<file path="src/rtl/uvc_sfa_pkg.sv">
// ----------------------------------------------------------------------------
// Stereo frame assembler package
// Result codes, header byte positions, frame limits and shared payload types.
// ----------------------------------------------------------------------------
package uvc_sfa_pkg;

   // Frame and packet limits
   localparam int unsigned FRAME_PIXELS     = 153600;
   localparam int unsigned MAX_PACKET_BYTES = 65535;

   // Field widths
   localparam int unsigned BYTE_W  = 8;
   localparam int unsigned KIND_W  = 2;
   localparam int unsigned INDEX_W = 18;
   localparam int unsigned TIME_W  = 32;
   localparam int unsigned POS_W   = 16;

   // Result kinds
   localparam logic [KIND_W-1:0] KIND_PIXEL_WRITE = 2'd0;
   localparam logic [KIND_W-1:0] KIND_FRAME_GOOD  = 2'd1;
   localparam logic [KIND_W-1:0] KIND_FRAME_DROP  = 2'd2;

   // Header byte positions within a packet
   localparam logic [POS_W-1:0] POS_HEADER_LENGTH = 16'd0;
   localparam logic [POS_W-1:0] POS_HEADER_FLAGS  = 16'd1;
   localparam logic [POS_W-1:0] POS_TIME_FIRST    = 16'd2;
   localparam logic [POS_W-1:0] POS_TIME_LAST     = 16'd5;

   // End-of-frame bit in the header flags
   localparam int unsigned EOF_FLAG_BIT = 1;

   typedef struct packed {
      logic [KIND_W-1:0]  result_kind;
      logic [INDEX_W-1:0] pixel_index;
      logic [BYTE_W-1:0]  left_pixel;
      logic [BYTE_W-1:0]  right_pixel;
      logic [TIME_W-1:0]  frame_time;
   } result_type;

   // Up to two results produced by one payload byte, oldest in slot_a
   typedef struct packed {
      logic [1:0] count;
      result_type slot_a;
      result_type slot_b;
   } push_type;

endpackage

</file>
<file path="src/rtl/uvc_sfa_if.sv">
// ----------------------------------------------------------------------------
// Stereo frame assembler channels
// Valid/ready channels for payload bytes in and assembled results out.
// ----------------------------------------------------------------------------
interface uvc_sfa_req_if;
   logic                             valid;
   logic                             ready;
   logic [uvc_sfa_pkg::BYTE_W-1:0]   payload_byte;
   logic                             first_of_packet;
   logic                             last_of_packet;

   modport source (output valid, output payload_byte, output first_of_packet,
                   output last_of_packet, input ready);
   modport sink   (input valid, input payload_byte, input first_of_packet,
                   input last_of_packet, output ready);
endinterface

interface uvc_sfa_rsp_if;
   logic                             valid;
   logic                             ready;
   logic [uvc_sfa_pkg::KIND_W-1:0]   result_kind;
   logic [uvc_sfa_pkg::INDEX_W-1:0]  pixel_index;
   logic [uvc_sfa_pkg::BYTE_W-1:0]   left_pixel;
   logic [uvc_sfa_pkg::BYTE_W-1:0]   right_pixel;
   logic [uvc_sfa_pkg::TIME_W-1:0]   frame_time;

   modport source (output valid, output result_kind, output pixel_index,
                   output left_pixel, output right_pixel, output frame_time,
                   input ready);
   modport sink   (input valid, input result_kind, input pixel_index,
                   input left_pixel, input right_pixel, input frame_time,
                   output ready);
endinterface

</file>
<file path="src/rtl/uvc_sfa_parser.sv">
// ----------------------------------------------------------------------------
// Stereo frame assembler packet parser
// Registers each payload byte, walks the packet header, pairs pixel bytes and
// produces pixel writes and end-of-frame results.
// ----------------------------------------------------------------------------
module uvc_sfa_parser (
   input  logic                     clock,
   input  logic                     reset,
   uvc_sfa_req_if.sink              req_if,
   input  logic                     room,
   output uvc_sfa_pkg::push_type    push
);

   localparam int unsigned BW = uvc_sfa_pkg::BYTE_W;
   localparam int unsigned TW = uvc_sfa_pkg::TIME_W;
   localparam int unsigned IW = uvc_sfa_pkg::INDEX_W;
   localparam int unsigned PW = uvc_sfa_pkg::POS_W;

   logic          in_valid_ff, in_valid_in;
   logic [BW-1:0] in_byte_ff;
   logic          in_first_ff;
   logic          in_last_ff;

   logic [PW-1:0] byte_position_ff, byte_position_in;
   logic [BW-1:0] header_length_ff, header_length_in;
   logic [BW-1:0] header_flags_ff, header_flags_in;
   logic [TW-1:0] packet_time_ff, packet_time_in;
   logic [TW-1:0] frame_time_ff, frame_time_in;
   logic [IW-1:0] pixel_count_ff, pixel_count_in;
   logic [BW-1:0] held_left_ff, held_left_in;
   logic          holding_left_ff, holding_left_in;

   logic [PW-1:0] pos;
   logic [1:0]    time_lane;
   logic          write_valid;
   logic          frame_valid;
   uvc_sfa_pkg::result_type write_res;
   uvc_sfa_pkg::result_type frame_res;

   assign req_if.ready = room;
   assign in_valid_in  = req_if.valid && req_if.ready;
   assign time_lane    = pos[1:0] - 2'd2;

   always_comb begin
      pos              = in_first_ff ? '0 : byte_position_ff;
      byte_position_in = byte_position_ff;
      header_length_in = header_length_ff;
      header_flags_in  = header_flags_ff;
      packet_time_in   = packet_time_ff;
      frame_time_in    = frame_time_ff;
      pixel_count_in   = pixel_count_ff;
      held_left_in     = held_left_ff;
      holding_left_in  = holding_left_ff;
      write_valid      = 1'b0;
      frame_valid      = 1'b0;
      write_res        = '0;
      frame_res        = '0;

      if (in_valid_ff) begin
         if (pos < PW'(uvc_sfa_pkg::MAX_PACKET_BYTES)) begin
            priority if (pos == uvc_sfa_pkg::POS_HEADER_LENGTH) begin
               header_length_in = in_byte_ff;
               header_flags_in  = '0;
               packet_time_in   = '0;
               holding_left_in  = 1'b0;
               held_left_in     = '0;
            end else if (pos == uvc_sfa_pkg::POS_HEADER_FLAGS) begin
               header_flags_in = in_byte_ff;
            end else if (pos >= uvc_sfa_pkg::POS_TIME_FIRST &&
                         pos <= uvc_sfa_pkg::POS_TIME_LAST) begin
               packet_time_in = packet_time_ff |
                                (TW'(in_byte_ff) << {time_lane, 3'b000});
               if (pos == uvc_sfa_pkg::POS_TIME_LAST && frame_time_ff == '0) begin
                  frame_time_in = packet_time_in;
               end
            end else begin
               header_flags_in = header_flags_ff;
            end

            // Pixel bytes start at the header length, even inside the header.
            if (pos >= PW'(header_length_in)) begin
               if (!holding_left_in) begin
                  held_left_in    = in_byte_ff;
                  holding_left_in = 1'b1;
               end else begin
                  holding_left_in = 1'b0;
                  if (pixel_count_ff < IW'(uvc_sfa_pkg::FRAME_PIXELS)) begin
                     write_valid           = 1'b1;
                     write_res.result_kind = uvc_sfa_pkg::KIND_PIXEL_WRITE;
                     write_res.pixel_index = pixel_count_ff;
                     write_res.left_pixel  = held_left_in;
                     write_res.right_pixel = in_byte_ff;
                     write_res.frame_time  = frame_time_in;
                     pixel_count_in        = pixel_count_ff + 1'b1;
                  end
               end
            end
            byte_position_in = pos + 1'b1;
         end

         if (in_last_ff) begin
            if (frame_time_in == '0) begin
               frame_time_in = packet_time_in;
            end
            if (header_flags_in[uvc_sfa_pkg::EOF_FLAG_BIT]) begin
               frame_valid           = 1'b1;
               frame_res.result_kind =
                  (pixel_count_in == IW'(uvc_sfa_pkg::FRAME_PIXELS)) ?
                  uvc_sfa_pkg::KIND_FRAME_GOOD : uvc_sfa_pkg::KIND_FRAME_DROP;
               frame_res.pixel_index = pixel_count_in;
               frame_res.frame_time  = frame_time_in;
               pixel_count_in        = '0;
               frame_time_in         = '0;
            end else begin
               frame_time_in = packet_time_in;
            end
            holding_left_in  = 1'b0;
            held_left_in     = '0;
            byte_position_in = '0;
         end
      end

      push.count  = {1'b0, write_valid} + {1'b0, frame_valid};
      push.slot_a = write_valid ? write_res : frame_res;
      push.slot_b = frame_res;
   end

   always_ff @(posedge clock) begin
      if (reset) begin
         in_valid_ff      <= 1'b0;
         byte_position_ff <= '0;
         header_length_ff <= '0;
         header_flags_ff  <= '0;
         packet_time_ff   <= '0;
         frame_time_ff    <= '0;
         pixel_count_ff   <= '0;
         held_left_ff     <= '0;
         holding_left_ff  <= 1'b0;
      end else begin
         in_valid_ff      <= in_valid_in;
         byte_position_ff <= byte_position_in;
         header_length_ff <= header_length_in;
         header_flags_ff  <= header_flags_in;
         packet_time_ff   <= packet_time_in;
         frame_time_ff    <= frame_time_in;
         pixel_count_ff   <= pixel_count_in;
         held_left_ff     <= held_left_in;
         holding_left_ff  <= holding_left_in;
      end
   end

   always_ff @(posedge clock) begin
      if (in_valid_in) begin
         in_byte_ff  <= req_if.payload_byte;
         in_first_ff <= req_if.first_of_packet;
         in_last_ff  <= req_if.last_of_packet;
      end
   end

`ifndef SYNTH
   a_last_restarts_packet: assert property (@(posedge clock) disable iff (reset)
      in_valid_ff && in_last_ff |=> byte_position_ff == '0 && !holding_left_ff)
      else $error("packet end did not restart the byte position");

   a_pixel_count_bounded: assert property (@(posedge clock) disable iff (reset)
      pixel_count_ff <= IW'(uvc_sfa_pkg::FRAME_PIXELS))
      else $error("pixel count ran past the frame size");

   a_frame_end_clears: assert property (@(posedge clock) disable iff (reset)
      frame_valid |=> pixel_count_ff == '0 && frame_time_ff == '0)
      else $error("frame result did not clear the count and frame time");
`endif

endmodule

</file>
<file path="src/rtl/uvc_sfa_result_queue.sv">
// ----------------------------------------------------------------------------
// Stereo frame assembler result queue
// Small register queue taking up to two results a cycle and presenting one
// result a cycle on the response channel while the receiver is ready.
// ----------------------------------------------------------------------------
module uvc_sfa_result_queue #(
   parameter int unsigned DEPTH = 8
) (
   input  logic                     clock,
   input  logic                     reset,
   input  uvc_sfa_pkg::push_type    push,
   output logic                     room,
   uvc_sfa_rsp_if.source            rsp_if
);

   localparam int unsigned IDX_W = $clog2(DEPTH);
   localparam int unsigned CNT_W = $clog2(DEPTH + 1);

   uvc_sfa_pkg::result_type entries [DEPTH];

   logic [IDX_W-1:0] head_ff, head_in;
   logic [IDX_W-1:0] tail_ff, tail_in;
   logic [CNT_W-1:0] count_ff, count_in;
   logic [IDX_W-1:0] tail_next1;
   logic [IDX_W-1:0] tail_next2;
   logic             pop;

   assign pop        = rsp_if.valid && rsp_if.ready;
   assign tail_next1 = (tail_ff == IDX_W'(DEPTH - 1)) ? '0 : tail_ff + 1'b1;
   assign tail_next2 = (tail_next1 == IDX_W'(DEPTH - 1)) ? '0 : tail_next1 + 1'b1;

   // One request may be in the parser's input register and one more may be
   // accepted now, each producing up to two results.
   assign room = count_ff <= CNT_W'(DEPTH - 4);

   always_comb begin
      head_in = head_ff;
      if (pop) begin
         head_in = (head_ff == IDX_W'(DEPTH - 1)) ? '0 : head_ff + 1'b1;
      end
      unique case (push.count)
         2'd1:    tail_in = tail_next1;
         2'd2:    tail_in = tail_next2;
         default: tail_in = tail_ff;
      endcase
      count_in = count_ff + CNT_W'(push.count) - CNT_W'(pop);
   end

   always_ff @(posedge clock) begin
      if (reset) begin
         head_ff  <= '0;
         tail_ff  <= '0;
         count_ff <= '0;
      end else begin
         head_ff  <= head_in;
         tail_ff  <= tail_in;
         count_ff <= count_in;
      end
   end

   always_ff @(posedge clock) begin
      if (push.count != 2'd0) begin
         entries[tail_ff] <= push.slot_a;
      end
      if (push.count == 2'd2) begin
         entries[tail_next1] <= push.slot_b;
      end
   end

   assign rsp_if.valid       = count_ff != '0;
   assign rsp_if.result_kind = entries[head_ff].result_kind;
   assign rsp_if.pixel_index = entries[head_ff].pixel_index;
   assign rsp_if.left_pixel  = entries[head_ff].left_pixel;
   assign rsp_if.right_pixel = entries[head_ff].right_pixel;
   assign rsp_if.frame_time  = entries[head_ff].frame_time;

`ifndef SYNTH
   a_count_bounded: assert property (@(posedge clock) disable iff (reset)
      count_ff <= CNT_W'(DEPTH))
      else $error("result queue count exceeds its depth");

   a_no_overflow: assert property (@(posedge clock) disable iff (reset)
      (CNT_W + 1)'(count_ff) + (CNT_W + 1)'(push.count) <=
      (CNT_W + 1)'(DEPTH) + (CNT_W + 1)'(pop))
      else $error("result queue written while full");

   a_empty_pointers_meet: assert property (@(posedge clock) disable iff (reset)
      count_ff == '0 |-> head_ff == tail_ff)
      else $error("empty result queue with pointers apart");
`endif

endmodule

</file>
<file path="src/rtl/uvc_stereo_frame_assembler.sv">
// ----------------------------------------------------------------------------
// Stereo USB video frame assembler
// Turns payload packet bytes into left/right pixel pair writes and frame
// completion results.
// ----------------------------------------------------------------------------
// Usage:
//   req_if carries one payload byte per request with first/last packet
//   markers. Byte 0 is the header length, byte 1 the flags, bytes 2 to 5 a
//   little-endian presentation time; bytes from the header length on
//   alternate left and right. rsp_if carries pixel pair writes at a running
//   frame index, and on the last byte of an end-of-frame packet a
//   frame-good or frame-dropped result with the number of pairs received.
//   A request is taken every cycle while the queue has room. Its results
//   reach rsp_if by way of the input register and the result queue: the
//   parse step reads the byte from the input register and writes its
//   results into a result queue of QUEUE_DEPTH entries, from which they are taken.
//   A byte that both completes a pair and ends a frame yields two results,
//   which leave the queue in order, pixel write first.
//   When the receiver stalls, the queue fills and req_if.ready drops once
//   fewer than four entries are free; nothing is lost.
//   Synchronous reset empties the queue and clears all packet and frame
//   state; the block is ready on the first cycle after reset.
// ----------------------------------------------------------------------------
module uvc_stereo_frame_assembler #(
   parameter int unsigned QUEUE_DEPTH = 8
) (
   input  logic           clock,
   input  logic           reset,
   uvc_sfa_req_if.sink    req_if,
   uvc_sfa_rsp_if.source  rsp_if
);

   uvc_sfa_pkg::push_type push;
   logic                  room;

   uvc_sfa_parser u_parser (
      .clock  (clock),
      .reset  (reset),
      .req_if (req_if),
      .room   (room),
      .push   (push)
   );

   uvc_sfa_result_queue #(
      .DEPTH (QUEUE_DEPTH)
   ) u_result_queue (
      .clock  (clock),
      .reset  (reset),
      .push   (push),
      .room   (room),
      .rsp_if (rsp_if)
   );

endmodule

</file>
<file path="src/flat_wrapper.sv">
// flat-port wrapper written by rule: the top's interface ports become plain ports
module uvc_stereo_frame_assembler_flat 
#(
   parameter int unsigned QUEUE_DEPTH = 8
)
  (clock, reset, req_if_valid, req_if_payload_byte, req_if_first_of_packet, req_if_last_of_packet, req_if_ready, rsp_if_valid, rsp_if_result_kind, rsp_if_pixel_index, rsp_if_left_pixel, rsp_if_right_pixel, rsp_if_frame_time, rsp_if_ready);
  uvc_sfa_req_if req_if_i ();
  uvc_sfa_rsp_if rsp_if_i ();
  input  logic clock;
  input  logic reset;
  input wire logic [$bits(req_if_i.valid)-1:0] req_if_valid;
  input wire logic [$bits(req_if_i.payload_byte)-1:0] req_if_payload_byte;
  input wire logic [$bits(req_if_i.first_of_packet)-1:0] req_if_first_of_packet;
  input wire logic [$bits(req_if_i.last_of_packet)-1:0] req_if_last_of_packet;
  output wire logic [$bits(req_if_i.ready)-1:0] req_if_ready;
  output wire logic [$bits(rsp_if_i.valid)-1:0] rsp_if_valid;
  output wire logic [$bits(rsp_if_i.result_kind)-1:0] rsp_if_result_kind;
  output wire logic [$bits(rsp_if_i.pixel_index)-1:0] rsp_if_pixel_index;
  output wire logic [$bits(rsp_if_i.left_pixel)-1:0] rsp_if_left_pixel;
  output wire logic [$bits(rsp_if_i.right_pixel)-1:0] rsp_if_right_pixel;
  output wire logic [$bits(rsp_if_i.frame_time)-1:0] rsp_if_frame_time;
  input wire logic [$bits(rsp_if_i.ready)-1:0] rsp_if_ready;
  assign req_if_i.valid = req_if_valid;
  assign req_if_i.payload_byte = req_if_payload_byte;
  assign req_if_i.first_of_packet = req_if_first_of_packet;
  assign req_if_i.last_of_packet = req_if_last_of_packet;
  assign req_if_ready = req_if_i.ready;
  assign rsp_if_valid = rsp_if_i.valid;
  assign rsp_if_result_kind = rsp_if_i.result_kind;
  assign rsp_if_pixel_index = rsp_if_i.pixel_index;
  assign rsp_if_left_pixel = rsp_if_i.left_pixel;
  assign rsp_if_right_pixel = rsp_if_i.right_pixel;
  assign rsp_if_frame_time = rsp_if_i.frame_time;
  assign rsp_if_i.ready = rsp_if_ready;
  uvc_stereo_frame_assembler #(.QUEUE_DEPTH(QUEUE_DEPTH)) u_core (.clock(clock), .reset(reset), .req_if(req_if_i), .rsp_if(rsp_if_i));
endmodule
</file>
<file path="config.mk">
export PLATFORM = sky130hd
export DESIGN_NAME = uvc_stereo_frame_assembler_flat
export DESIGN_NICKNAME = d
export VERILOG_FILES = /design/src/rtl/uvc_sfa_pkg.sv /design/src/rtl/uvc_sfa_if.sv /design/src/rtl/uvc_sfa_parser.sv /design/src/rtl/uvc_sfa_result_queue.sv /design/src/rtl/uvc_stereo_frame_assembler.sv /design/src/flat_wrapper.sv
export SDC_FILE = /design/constraint.sdc
export NUM_CORES = 1
export LEC_CHECK = 0
export BUFFER_PORTS_ARGS = -buffer_cell sky130_fd_sc_hd__clkbuf_2
export CORE_UTILIZATION = 43
export CTS_CLUSTER_DIAMETER = 120
export CTS_CLUSTER_SIZE = 28
export DETAILED_ROUTE_END_ITERATION = 12
export HOLD_SLACK_MARGIN = 0.15
export PLACE_DENSITY_LB_ADDON = 0.1
export SLEW_MARGIN = 0
export SYNTH_ARGS = -nofsm -noshare
export SYNTH_HDL_FRONTEND = slang
export SYNTH_HIERARCHICAL = 1
export SYNTH_SLANG_ARGS = --single-unit
</file>
<file path="constraint.sdc">
create_clock -name clock -period 12.9 [get_ports clock]
set_input_delay 1.935 -clock clock [delete_from_list [all_inputs] [get_ports clock]]
set_output_delay 1.935 -clock clock [all_outputs]
set_load 0.03 [all_outputs]
</file>
==> flow_summary.json <==
{
  "setup_viol": 0,
  "rows": 106,
  "drtIter0Drc": 2120,
  "grt_usage": 0.246,
  "clk_pin_slew_worst_paths_ns": 0.12,
  "ys.flop_type": "edfxtp_1",
  "port_buffers": 83,
  "fmax_mhz": 117,
  "cts_resized": 0,
  "slowest_stage": "nor2_4",
  "grt_pass1_vias": 24143,
  "cts.sinks": 684,
  "viasPerCell": 6.15,
  "syn-cell-area_sq_um": 36500,
  "worstPathMaxFanout": 63,
  "hpwlAfterDp_mm": 62.1,
  "io_pins": 84,
  "hold_viol": 0,
  "first_pass_iters": 5,
  "die_w_um": 294,
  "drc": 0,
  "async_reset_ff_frac": 0,
  "ys_ff_latch": 684,
  "wl_per_cell_um": 27.9,
  "synth_seq_area_share": 0.526,
  "yosysTopAreaCellShare": 0.455,
  "grt_overflow": 0,
  "synth.area.top_cells": "edfxtp_1 (46%), mux2_2 (18%), mux4_2 (8.4%), dfxtp_1 (7.1%), a21oi_1 (2.2%)",
  "cts_root_buffer": "clkbuf_16",
  "max_slew_margin": 0.163,
  "numCtsBuffers": 28,
  "drive_gt1_frac": 0.345,
  "core_area_sq_um": 83800,
  "cts_max_level": 1,
  "final_cell_mix": "mux2_2 (582), edfxtp_1 (554), a21oi_1 (159)",
  "leakage_nw": 12.9,
  "maxCapViolCount": 0,
  "routabilityCongestion": 0.852,
  "grt_setup_unrepaired": "false",
  "report.final.slew_viol_count": 0,
  "final_cell_area_sq_um": 38800,
  "cts_hold_buf": 0,
  "ys_warn_count": 6,
  "synth_cells": 2731,
  "synth_top_area_cell": "edfxtp_1",
  "path_class": "reg -> reg",
  "synthToLayoutAreaGrowth_pct": 6.12,
  "endpoint_kind": "flip-flop",
  "nFillCells": 7567,
  "min_path_type": "reg -> reg",
  "multi_input_area_sq_um": 16400,
  "synth_edf_count": 554,
  "run_status": "finished, final reports clean",
  "min_period_ns": 8.55,
  "irDropWorstVdd_v": 0.0000973,
  "worstMarginPinSlew_ns": 1.25,
  "register_area_sq_um": 19300,
  "slowest_delay_ns": 1.00,
  "cts_tree": "yes",
  "cp.required_ns": 13.30,
  "nNetsFinal": 2734,
  "place_area_sq_um": 37900,
  "final_common_cell": "mux2_2",
  "grt_max_degree": 80,
  "powerDensity_nw_per_um2": 109,
  "path_cells": "nor2b_1 -> inv_1 -> ha_1 -> nor4b_1 -> a41oi_4 -> buf_4 -> mux2_2 -> ha_1 -> nor3b_1 -> o21ai_0 -> a211oi_2 -> nor3_2 -> ha_1 -> inv_1 -> ha_1 -> nand3b_1 -> nor2_4 -> buf_4 -> mux2_2",
  "ant_nets": 0,
  "dieArea_sq_um": 86200,
  "antenna_found_initial": 3,
  "synth_cell_types": 83,
  "skew_ns": 0.0318,
  "postCtsSetupBuffers": 0,
  "whs_ns": 0.497,
  "initial_core_util": 0.436,
  "clock_latency_ns": 0.65,
  "avgSynthCellArea_sq_um": 13.4,
  "cp_common_cell": "ha_1",
  "die_y_um": 294,
  "fin_crit_sh": 0.663,
  "fin_tns_setup_ns": 0,
  "start_kind": "flip-flop",
  "via_count": 23653,
  "grt_pass1_wl_mm": 158,
  "cp_data_arrival_time_ns": 8.94,
  "wl_mm": 107,
  "cts_buffer_depth": 3
}
==> critical path, delay by kind of cell, from the launching register on <==
| family | cells | cell delay [ns] |
|---|---|---|
| buffers and inverters | 4 | 1.70 |
| adders and majority gates | 4 | 1.36 |
| AOI/OAI and AO/OA | 3 | 1.19 |
| and+or+nand+nor | 6 | 2.35 |
| muxes | 2 | 0.85 |
| DFF | 1 | 0.72 |
==> per-stage QoR <==
| stage | std cells | setup slack (ns) | util | power (mW) |
|---|---|---|---|---|
| after global placement | 3794 | 4.66 | 0.452 | 3.10 |
| after CTS | 3846 | 4.39 | 0.463 | 4.26 |
| after floorplan | 2746 | 2.28 | - | 2.91 |
| final | 3847 | 4.35 | 0.463 | 4.22 |
| after global routing | 3846 | 3.94 | 0.463 | 4.37 |
| after detailed placement | 3794 | 4.47 | 0.452 | 3.10 |
==> final timing paths <==
| kind | cells after the start | from | endpoint | slack, ns |
|---|---|---|---|---|
| setup / recovery | 19 | u_core/u_parser/in_first_ff | u_core/u_result_queue/entries[2][59] | 4.35 |
| hold / removal | 2 | u_core/u_parser/packet_time_ff[29] | u_core/u_parser/packet_time_ff[29] | 0.50 |
| setup reg to reg | 19 | u_core/u_parser/in_first_ff | u_core/u_result_queue/entries[2][59] | 4.35 |
| hold reg to reg | 2 | u_core/u_parser/packet_time_ff[29] | u_core/u_parser/packet_time_ff[29] | 0.50 |
==> layout make-up <==
cell class	count	area share
sequential	684	0.496
multi-input combinational	1815	0.422
tap	1134	0.0366
clock buffer	50	0.0207
timing repair buffer	134	0.0206
inverter	27	0.00261
clock inverter	2	0.00119
antenna	1	0.0000645
==> state kept, by name (all words and copies together) (netlist names), named ones only <==
name and count:
u_core/u_parser/packet_time_ff 32, u_core/u_parser/in_valid_ff 1, u_core/u_result_queue/count_ff 4, u_core/u_result_queue/head_ff 3
u_core/u_parser/holding_left_ff 1, u_core/u_parser/header_flags_ff 1, u_core/u_parser/pixel_count_ff 18, u_core/u_parser/held_left_ff 8
u_core/u_parser/byte_position_ff 16, u_core/u_result_queue/tail_ff 3, u_core/u_parser/in_byte_ff 8, u_core/u_parser/header_length_ff 8
u_core/u_parser/frame_time_ff 32, u_core/u_parser/in_first_ff 1, u_core/u_result_queue/entries 544, u_core/u_parser/in_last_ff 1
==> cells in the mapped netlist, drive strengths merged (7+ instances only) <==
library cell	n
a21oi	160
nor3	61
nor2	135
ha	29
nand2	156
o21ai	119
o31ai	18
nand4	16
nand3	40
and2	28
nor3b	8
or3	9
nand2b	10
xnor2	14
a22oi	20
mux2	618
o21bai	9
mux2i	18
xor2	7
and3	12
a21o	18
inv	26
edfxtp	554
buf	118
clkbuf	102
or4	9
a22o	9
nor2b	17
dfxtp	130
nor4	18
a211oi	21
mux4	136
nand3b	10
==> cell families after synthesis <==
kind of cell | after synthesis | share of synthesized area
buffers and inverters | 247 | 0.0332
multiplexers | 772 | 0.279
XOR/XNOR | 21 | 0.00503
AO/OA/AOI/OAI | 427 | 0.0709
adder cells (fa/ha/maj) | 30 | 0.0105
flip-flops | 684 | 0.526
AND/OR/NAND/NOR | 549 | 0.0747
other | 1 | 0.000103
==> routing by layer <==
metal  vias to the layer above  share of wire  track usage
met3                       119          0.065       0.0334
met4                         0          0.021       0.0588
met1                     12287           0.45        0.356
li1                      10420              -            -
met2                       827           0.46        0.391
met5                         -              0            0
==> where the power goes <==
part	switching, mW	internal, mW	total, mW
clock	0.708	0.453	1.16
sequential	0.0795	2.39	2.47
combinational	0.377	0.206	0.583
total	1.16	3.05	4.22
No activity file was read; power rests on OpenSTA's default activity.
